==> config.mk <==
export PLATFORM = sky130hd
export DESIGN_NAME = i2c_bus_monitor
export DESIGN_NICKNAME = d
export VERILOG_FILES = /design/src/design/i2cbm_pkg.sv /design/src/design/i2cbm_cfg.sv /design/src/design/i2cbm_core.sv /design/src/design/i2c_bus_monitor.sv
export SDC_FILE = /design/constraint.sdc
export NUM_CORES = 1
export LEC_CHECK = 0
export ABC_AREA = 1
export BUFFER_PORTS_ARGS = -buffer_cell sky130_fd_sc_hd__buf_4
export CAP_MARGIN = 15
export CORE_ASPECT_RATIO = 1.1
export CORE_UTILIZATION = 35
export DETAILED_ROUTE_END_ITERATION = 8
export PLACE_DENSITY = 0.56
export SKIP_CTS_REPAIR_TIMING = 1
export SYNTH_ARGS = -nofsm -noshare
export SYNTH_HDL_FRONTEND = slang
export SYNTH_SLANG_ARGS = --single-unit
==> constraint.sdc <==
create_clock -name clk -period 2.9 [get_ports clk]
set_input_delay 0.29 -clock clk [delete_from_list [all_inputs] [get_ports clk]]
set_output_delay 0.29 -clock clk [all_outputs]
set_load 0.01 [all_outputs]
==> src/design/i2cbm_pkg.sv <==
package i2cbm_pkg;

	localparam int unsigned SampleWidth = 8;
	localparam int unsigned PinIdxWidth = $clog2(SampleWidth);
	localparam int unsigned ByteBits    = 8;
	localparam int unsigned CountWidth  = $clog2(ByteBits + 1);
	localparam int unsigned CfgIdxWidth = 2;
	localparam int unsigned CfgDatWidth = 8;

	// register map of the configuration port
	localparam logic [CfgIdxWidth-1:0] REG_CLOCK_PIN = 2'd0;
	localparam logic [CfgIdxWidth-1:0] REG_DATA_PIN  = 2'd1;

	localparam logic [PinIdxWidth-1:0] CLOCK_PIN_RST = 3'd0;
	localparam logic [PinIdxWidth-1:0] DATA_PIN_RST  = 3'd1;

	typedef enum logic [2:0] {
		EV_NONE  = 3'd0,
		EV_START = 3'd1,
		EV_ZERO  = 3'd2,
		EV_ONE   = 3'd3,
		EV_ACK   = 3'd4,
		EV_NACK  = 3'd5,
		EV_STOP  = 3'd6
	} bus_event_t;

	typedef struct packed {
		logic [PinIdxWidth-1:0] clock_idx;
		logic [PinIdxWidth-1:0] data_idx;
	} pin_cfg_t;

	typedef struct packed {
		bus_event_t          ev;
		logic [ByteBits-1:0] byte_val;
		logic                is_addr;
	} result_t;

endpackage

==> src/design/i2cbm_cfg.sv <==
module i2cbm_cfg import i2cbm_pkg::*; (
	input  logic                   clk,
	input  logic                   arst_n,
	input  logic                   cfg_valid,
	output logic                   cfg_ready,
	input  logic [CfgIdxWidth-1:0] cfg_index,
	input  logic [CfgDatWidth-1:0] cfg_data,
	output pin_cfg_t               pin_cfg
);

	pin_cfg_t cfg_q;

	assign cfg_ready = 1'b1;
	assign pin_cfg   = cfg_q;

	always_ff @(posedge clk or negedge arst_n) begin
		if (!arst_n) begin
			cfg_q.clock_idx <= CLOCK_PIN_RST;
			cfg_q.data_idx  <= DATA_PIN_RST;
		end else if (cfg_valid && cfg_ready) begin
			unique case (cfg_index)
				REG_CLOCK_PIN: cfg_q.clock_idx <= cfg_data[PinIdxWidth-1:0];
				REG_DATA_PIN:  cfg_q.data_idx  <= cfg_data[PinIdxWidth-1:0];
				default: ;  // unmapped index, write dropped
			endcase
		end
	end

endmodule

==> src/design/i2cbm_core.sv <==
module i2cbm_core import i2cbm_pkg::*; (
	input  logic                   clk,
	input  logic                   arst_n,
	input  pin_cfg_t               pin_cfg,
	input  logic [SampleWidth-1:0] sample,
	input  logic                   advance,
	output result_t                result
);

	localparam logic [CountWidth-1:0] FullCount = CountWidth'(ByteBits);

	logic                  prev_clk_q;
	logic                  prev_sda_q;
	logic [CountWidth-1:0] bits_q;
	logic [ByteBits-1:0]   shift_q;
	logic                  addr_q;

	logic                  scl;
	logic                  sda;
	logic                  clk_rise;
	logic                  clk_high;
	logic                  sda_fall;
	logic                  sda_rise;
	logic [CountWidth-1:0] bits_dec;
	logic [CountWidth-1:0] bits_d;
	logic [ByteBits-1:0]   shift_d;
	logic                  addr_d;

	assign scl      = sample[pin_cfg.clock_idx];
	assign sda      = sample[pin_cfg.data_idx];
	assign clk_rise = !prev_clk_q && scl;
	assign clk_high = prev_clk_q && scl;
	assign sda_fall = prev_sda_q && !sda;
	assign sda_rise = !prev_sda_q && sda;
	assign bits_dec = bits_q - 1'b1;

	always_comb begin
		bits_d          = bits_q;
		shift_d         = shift_q;
		addr_d          = addr_q;
		result.ev       = EV_NONE;
		result.byte_val = '0;
		result.is_addr  = 1'b0;

		if (sda_fall && clk_high) begin
			shift_d   = '0;
			bits_d    = FullCount;
			addr_d    = 1'b1;
			result.ev = EV_START;
		end

		// data only counts when it held steady over the clock rise
		if (clk_rise && (sda == prev_sda_q)) begin
			if (bits_q != '0 && bits_q <= FullCount) begin
				bits_d = bits_dec;
				if (sda) begin
					shift_d[bits_dec[PinIdxWidth-1:0]] = 1'b1;
					result.ev = EV_ONE;
				end else begin
					result.ev = EV_ZERO;
				end
			end else begin
				result.byte_val = shift_q;
				result.is_addr  = addr_q;
				if (sda) begin
					result.ev = EV_NACK;
				end else begin
					result.ev = EV_ACK;
					shift_d   = '0;
					bits_d    = FullCount;
					addr_d    = 1'b0;
				end
			end
		end

		if (sda_rise && clk_high) begin
			result.ev = EV_STOP;
		end
	end

	always_ff @(posedge clk or negedge arst_n) begin
		if (!arst_n) begin
			prev_clk_q <= 1'b1;
			prev_sda_q <= 1'b1;
			bits_q     <= '0;
			shift_q    <= '0;
			addr_q     <= 1'b0;
		end else if (advance) begin
			prev_clk_q <= scl;
			prev_sda_q <= sda;
			bits_q     <= bits_d;
			shift_q    <= shift_d;
			addr_q     <= addr_d;
		end
	end

	// bit counter stays within a byte
	a_bits_range: assert property (@(posedge clk) disable iff (!arst_n)
		bits_q <= FullCount)
		else $error("bit counter out of range");

	// a start always arms a fresh address byte
	a_start_arms: assert property (@(posedge clk) disable iff (!arst_n)
		advance && result.ev == EV_START |=> bits_q == FullCount && addr_q && shift_q == '0)
		else $error("start did not arm address byte");

	// an ack re-arms collection of a data byte
	a_ack_rearms: assert property (@(posedge clk) disable iff (!arst_n)
		advance && result.ev == EV_ACK |=> bits_q == FullCount && !addr_q)
		else $error("ack did not re-arm collection");

endmodule

==> src/design/i2c_bus_monitor.sv <==
// path: an accepted sample is held in the stage 1 input register, classified, and its event
// is registered in the stage 2 result register, which drives the outputs
// throughput: one sample per cycle while out_stall is not holding a result; the bus state loop
// (previous line levels, bit counter, shift byte) feeds back through the classify logic
// reset: asynchronous, active low; lines read as high, no byte being collected,
// clock pin index 0, data pin index 1; both pipeline stages empty
module i2c_bus_monitor import i2cbm_pkg::*; (
	input  logic                   clk,
	input  logic                   arst_n,
	// sample input channel
	input  logic                   in_valid,
	output logic                   in_stall,
	input  logic [SampleWidth-1:0] pin_sample,
	// event output channel
	output logic                   out_valid,
	input  logic                   out_stall,
	output logic [2:0]             event_code,
	output logic [ByteBits-1:0]    byte_value,
	output logic                   is_address,
	// configuration write channel
	input  logic                   cfg_valid,
	output logic                   cfg_ready,
	input  logic [CfgIdxWidth-1:0] cfg_index,
	input  logic [CfgDatWidth-1:0] cfg_data
);

	pin_cfg_t pin_cfg;

	// stage 1: input register holding one accepted sample
	logic                   valid_s1;
	logic [SampleWidth-1:0] sample_s1;

	// stage 2: result register feeding the output channel
	logic    valid_s2;
	result_t result_s2;

	logic    s2_free;
	logic    advance;
	logic    in_accept;
	result_t result;

	// the result register can take a new event when empty or being drained this cycle
	assign s2_free   = !valid_s2 || !out_stall;
	// the bus state advances exactly when a sample moves into the result register
	assign advance   = valid_s1 && s2_free;
	// hold off the source only when a sample is parked and the result is blocked
	assign in_stall  = valid_s1 && !s2_free;
	assign in_accept = in_valid && !in_stall;

	i2cbm_cfg u_cfg (
		.clk       (clk),
		.arst_n    (arst_n),
		.cfg_valid (cfg_valid),
		.cfg_ready (cfg_ready),
		.cfg_index (cfg_index),
		.cfg_data  (cfg_data),
		.pin_cfg   (pin_cfg)
	);

	i2cbm_core u_core (
		.clk     (clk),
		.arst_n  (arst_n),
		.pin_cfg (pin_cfg),
		.sample  (sample_s1),
		.advance (advance),
		.result  (result)
	);

	// stage valid bits
	always_ff @(posedge clk or negedge arst_n) begin
		if (!arst_n) begin
			valid_s1 <= 1'b0;
			valid_s2 <= 1'b0;
		end else begin
			if (in_accept) begin
				valid_s1 <= 1'b1;
			end else if (advance) begin
				valid_s1 <= 1'b0;
			end
			if (advance) begin
				valid_s2 <= 1'b1;
			end else if (!out_stall) begin
				valid_s2 <= 1'b0;
			end
		end
	end

	// payload registers, no reset needed
	always_ff @(posedge clk) begin
		if (in_accept) begin
			sample_s1 <= pin_sample;
		end
		if (advance) begin
			result_s2 <= result;
		end
	end

	assign out_valid  = valid_s2;
	assign event_code = result_s2.ev;
	assign byte_value = result_s2.byte_val;
	assign is_address = result_s2.is_addr;

	// the source is only held off while a sample is parked in stage 1
	a_stall_needs_item: assert property (@(posedge clk) disable iff (!arst_n)
		in_stall |-> valid_s1)
		else $error("input stalled with empty input stage");

	// address flag only travels with an ack or nack
	a_addr_with_slot: assert property (@(posedge clk) disable iff (!arst_n)
		out_valid && is_address |-> event_code == EV_ACK || event_code == EV_NACK)
		else $error("address flag on non-ack event");

	// a collected byte is only reported in an ack or nack slot
	a_byte_with_slot: assert property (@(posedge clk) disable iff (!arst_n)
		out_valid && byte_value != '0 |-> event_code == EV_ACK || event_code == EV_NACK)
		else $error("byte value on non-ack event");

	// a result leaves the output register only when taken
	a_no_drop: assert property (@(posedge clk) disable iff (!arst_n)
		out_valid && out_stall |=> out_valid)
		else $error("stalled result dropped");

endmodule
* Word level (Yosys, flattened, before mapping)
Index checks and enable logic that the tools add are counted.
Operators by class: add/subtract/negate cells 1, magnitude comparators 5, equality and inequality tests 3, muxes and demuxes 29, bitwise operators 2, reductions and logical operators 26
Operators by type and width (count):
- $mux W8 | 5
- $mux W4 | 4
- $mux W1 | 14
- $logic_and A1 B1 Y1 | 12
- $lt A3 B4 Y1 const B | 3
- $mux W12 | 1
- $mux W9 | 1
- $or A8 B8 Y8 | 1
- $logic_not A1 Y1 | 7
- $bmux W1 S3 | 2
- $le A4 B4 Y1 const B | 1
- $reduce_and A2 Y1 | 2
- $reduce_bool A4 Y1 | 1
- $sub A4 B1 Y4 const B | 1
- $demux W1 S3 | 1
- $ge A3 B1 Y1 const B | 1
- $mux W3 | 1
- $eq A2 B1 Y1 const B | 1
- $logic_not A2 Y1 | 1
- $ne A2 B1 Y1 const B | 1
- $reduce_bool A2 Y1 | 1
- $reduce_or A2 Y1 | 1
- $eq A1 B1 Y1 | 1
- $logic_or A1 B1 Y1 | 1
- $not A1 Y1 | 1
Storage, ports and cells: register bits after elaboration 43, input port bits 23, output and inout bits 15

* Depth between registers and ports, before layout
word-level depth 10, mapped depth 15

* Hierarchy
From an unflattened synthesis, not the netlist that was laid out.
Second synthesis, totals: cells, all modules 272, area total of the unflattened synthesis 2279.7 µm²
By module, submodules not included:
- i2cbm_core | times used 1, cells an instance 209, area each 1313.8 µm²
- i2c_bus_monitor | times used 1, cells an instance 32, area each 695.7 µm²
- i2cbm_cfg | times used 1, cells an instance 31, area each 270.3 µm²

* Worst setup path before layout
Ideal clock, no wire load.
path type register to register, from reg u_cfg.cfg_q (netlist bit u_cfg.pin_cfg[0]), to reg u_core.bits_q[0], setup time 0.121 ns, arrival 1.793 ns, required time 2.779 ns, path slack 0.986 ns, cell stages (with the launch flop) 16, path buffers 1, clock period less this slack 1.914 ns, path through dfstp_2 buf_6 nand2_1 o21ai_1 nand2_1 nand3_1 nand2_1 ha_1 nand2_1 nand3b_4 inv_1 nand2_1 nand2_1 nand2_1 nand2_1 o21ai_1
Between the ends: longest elaborated chain between the ends 9
RTL lines:
- start, declared | RTL line i2cbm_cfg.sv:11 | pin_cfg_t cfg_q;
- $bmux W1 S3 * | RTL line i2cbm_core.sv:30 | assign sda = sample[pin_cfg.data_idx];
- $mux W1 (implied by the code) * | RTL line i2cbm_core.sv:30
- $logic_not A1 Y1 | RTL line i2cbm_core.sv:33 | assign sda_fall = prev_sda_q && !sda;
- $logic_and A1 B1 Y1 | RTL line i2cbm_core.sv:33
- $logic_and A1 B1 Y1 | RTL line i2cbm_core.sv:45 | if (sda_fall && clk_high) begin
- $mux W4 | RTL line i2cbm_core.sv:45
- $mux W4 | RTL line i2cbm_core.sv:65 | if (sda) begin
- $mux W4 | RTL line i2cbm_core.sv:54 | if (bits_q != '0 && bits_q <= FullCount) begin
- $mux W4 * | RTL line i2cbm_core.sv:53 | if (clk_rise && (sda == prev_sda_q)) begin
- end signal, assigned | RTL line i2cbm_core.sv:91 | bits_q <= bits_d;
- end, declared | RTL line i2cbm_core.sv:14 | logic [CountWidth-1:0] bits_q;
Every way passes the cells marked *; elsewhere a longest branch is shown, timed or not. The select of a mux whose other input is x is not followed. A chain may end at the register's enable or synchronous reset.

* Final worst setup path
Same ends and word-level chain as after synthesis.

==> impl_metrics.env <==
export IMPL_numCtsBuffers=5
export IMPL_grt_start_max_net_pins=24
export IMPL_gp_congestion=0.854
export IMPL_synth_cells=269
export IMPL_cts_tree="yes"
export IMPL_die_area_um2=6790
export IMPL_place_area_um2=2530
export IMPL_overflow=0
export IMPL_post_route_cell_area_um2=2630
export IMPL_clkSinkCount=43
export IMPL_final_util_pct=42.5
export IMPL_power_w=0.00203
export IMPL_power_leakage_nw=1.27
export IMPL_max_stage_delay_ns=0.61
export IMPL_crit_arrival_ns=2.42
export IMPL_critPathMaxFanout=14
export IMPL_worst_setup_path_type="register to register"
export IMPL_synth_seq_cells=43
export IMPL_initial_core_util_pct=36.5
export IMPL_critPathRequiredTime_ns=3.09
export IMPL_areaGrowthSynthToFinish_pct=16.3
export IMPL_syn_num_nets=295
export IMPL_grt_pass1_vias=1714
export IMPL_rsz0062_at_grt="false"
export IMPL_grt_antenna_before_repair=0
export IMPL_die_w_um=78.7
export IMPL_peakVddDrop_mv=0.262
export IMPL_critPathMostFrequentCell="nand2_1"
export IMPL_cts_htree_levels=2
export IMPL_period_share_pct=77.1
export IMPL_cp_top_family="simple AND/OR/NAND/NOR gates"
export IMPL_hold_ws_ns=0.169
export IMPL_synthesis_area_um2=2260
export IMPL_path_buf_inv=1
export IMPL_yosysWarnings=0
export IMPL_cts_root_buf="clkbuf_8"
export IMPL_track_usage_pct=14.1
export IMPL_layout_common_cells="83 x nand2_1, 37 x inv_1, 32 x buf_4, 28 x nand3_1, 26 x nor2_1"
export IMPL_hold_class="input port to register"
export IMPL_clkLatencyLatePin_ns=0.30
export IMPL_slowest_stage="dfstp_2"
export IMPL_slew_violations=0
export IMPL_status="completed"
export IMPL_fmax_ghz=0.447
export IMPL_skew_ns=0.0134
export IMPL_core_area_um2=6190
export IMPL_rows=30
export IMPL_crit_path_start_kind="register"
export IMPL_drive_gt1_share_pct=17.5
export IMPL_finalSetupTns_ns=0
export IMPL_routed_wirelength_mm=4.20
export IMPL_path_clk_slew_ns=0.09
export IMPL_hold_viol_final=0
export IMPL_die_y_um=86.3
export IMPL_dp_hpwl_mm=3.04
export IMPL_layout_min_cycle_time_ns=2.24
export IMPL_synth_cell_types=30
export IMPL_drtAntennaViolNets=0
export IMPL_nNetsFinal=327
export IMPL_top_level_ports=38
export IMPL_antenna_diode_count=0
export IMPL_power_density_nw_per_um2=772
export IMPL_cap_violations=0
export IMPL_cts_buffer_depth=2
export IMPL_syn_avg_cell_area_um2=8.41
export IMPL_mostFrequentLayoutCell="nand2_1"
export IMPL_remaining_drc_errors=0
export IMPL_place_port_buffers=31
export IMPL_drtPass1Iterations=4
export IMPL_via_count=1758
export IMPL_grt_pass1_wl_mm=7.45
export IMPL_drt_wirelength_per_cell_um=11.0
export IMPL_drtIter0Drc=101
export IMPL_path_cells="nand2_1 -> o21ai_1 -> nand2_1 -> nand3_1 -> nand2_1 -> ha_1 -> nand2_1 -> nand3b_4 -> inv_1 -> nand2_1 -> nand2_1 -> nand2_1 -> nand2_1 -> o21ai_1"
export IMPL_end_kind="register"
export IMPL_setup_viol=0
export IMPL_viasPerCell=4.60
export IMPL_ys_seq_area_share_pct=52.2
==> stage by stage <==
| step | setup slack, ns | cells |
|---|---|---|
| 2_1_floorplan | 0.986 | 269 |
| 3_3_place_gp | 0.671 | 373 |
| 3_5_place_dp | 0.659 | 373 |
| 4_1_cts | 0.649 | 381 |
| 5_1_grt | 0.451 | 382 |
| 6_report | 0.664 | 382 |
==> per-layer routing <==
metal / wire [um] / GRT usage (%) / vias up
met2: 2030 / 24.7 / 36
met5: 0 / 0 / -
met3: 154 / 3.16 / 12
li1: - / - / 916
met1: 1900 / 16.2 / 794
met4: 115 / 6.57 / 0
==> path summary, 6_finish.rpt <==
path / startpoint / end / slack, ns / cells after the start
worst min-delay path: pin_sample[1] / sample_s1[1] / 0.17 / 1
max in group asynchronous: arst_n / u_core.prev_sda_q / 2.18 / 2
worst max register to register: u_cfg.pin_cfg[0] / u_core.bits_q[0] / 0.66 / 14
min in group asynchronous: arst_n / u_core.shift_q[4] / 0.42 / 2
worst max-delay path: u_cfg.pin_cfg[0] / u_core.bits_q[0] / 0.66 / 14
worst min register to register: valid_s1 / out_valid / 0.48 / 2
==> power breakdown <==
part | leakage [nW] | internal (W) | switching, W | total (W)
combinational | 0.743 | 0.000272 | 0.000518 | 0.000790
clock | 0.0482 | 0.000192 | 0.000208 | 0.000401
sequential | 0.481 | 0.000764 | 0.0000770 | 0.000841
total | 1.27 | 0.00123 | 0.000804 | 0.00203
==> cell type report <==
cell class | count | area [um^2]
timing repair buffer | 33 | 250
fill | 649 | 3560
sequential | 43 | 1180
tap | 80 | 100
clock inverter | 1 | 5.00
inverter | 40 | 150
multi-input combinational | 178 | 860
clock buffer | 7 | 86.3
==> worst register-to-register path: stages (launching register included) <==
cell,delay [ns]
dfstp_2,0.61
nand2_1,0.07
o21ai_1,0.08
nand2_1,0.08
nand3_1,0.08
nand2_1,0.09
ha_1,0.28
nand2_1,0.05
nand3b_4,0.26
inv_1,0.18
nand2_1,0.07
nand2_1,0.05
nand2_1,0.10
nand2_1,0.08
o21ai_1,0.06
==> flip-flops by register name (all words and copies together) (netlist names) <==
register	cells
u_core.shift_q	8
u_core.addr_q	1
u_core.prev_sda_q	1
event_code	3
byte_value	8
is_address	1
sample_s1	8
out_valid	1
u_core.prev_clk_q	1
u_cfg.pin_cfg	6
u_core.bits_q	4
valid_s1	1
==> kinds of logic (layout without fill, tap and decap cells) <==
kind of cell | after synthesis | after routing | synth area share [%]
AND/OR/NAND/NOR | 146 | 146 | 28.5
buffers and inverters | 48 | 81 | 9.84
flip-flops | 43 | 43 | 52.2
AO/OA/AOI/OAI | 27 | 27 | 7.30
adder cells (fa/ha/maj) | 3 | 3 | 1.66
other | 1 | 1 | 0.166
XOR/XNOR | 1 | 1 | 0.387
==> cells in the mapped netlist, drive strengths merged <==
| cell type | number | area (um^2) |
|---|---|---|
| conb | 1 | 3.75 |
| o21ai | 17 | 88.8 |
| clkbuf | 1 | 3.75 |
| dfrtp | 20 | 500 |
| edfxtp | 20 | 601 |
| ha | 3 | 37.5 |
| clkinv | 1 | 3.75 |
| buf | 7 | 68.8 |
| o211ai | 4 | 30.0 |
| a21boi | 2 | 18.8 |
| a21oi | 4 | 27.5 |
| nand2 | 84 | 318 |
| nor2 | 26 | 97.6 |
| dfstp | 3 | 78.8 |
| nand4 | 3 | 33.8 |
| inv | 39 | 146 |
| xnor2 | 1 | 8.76 |
| nand3b | 3 | 35.0 |
| nand3 | 30 | 160 |
Power figures use the tool's default switching activity.
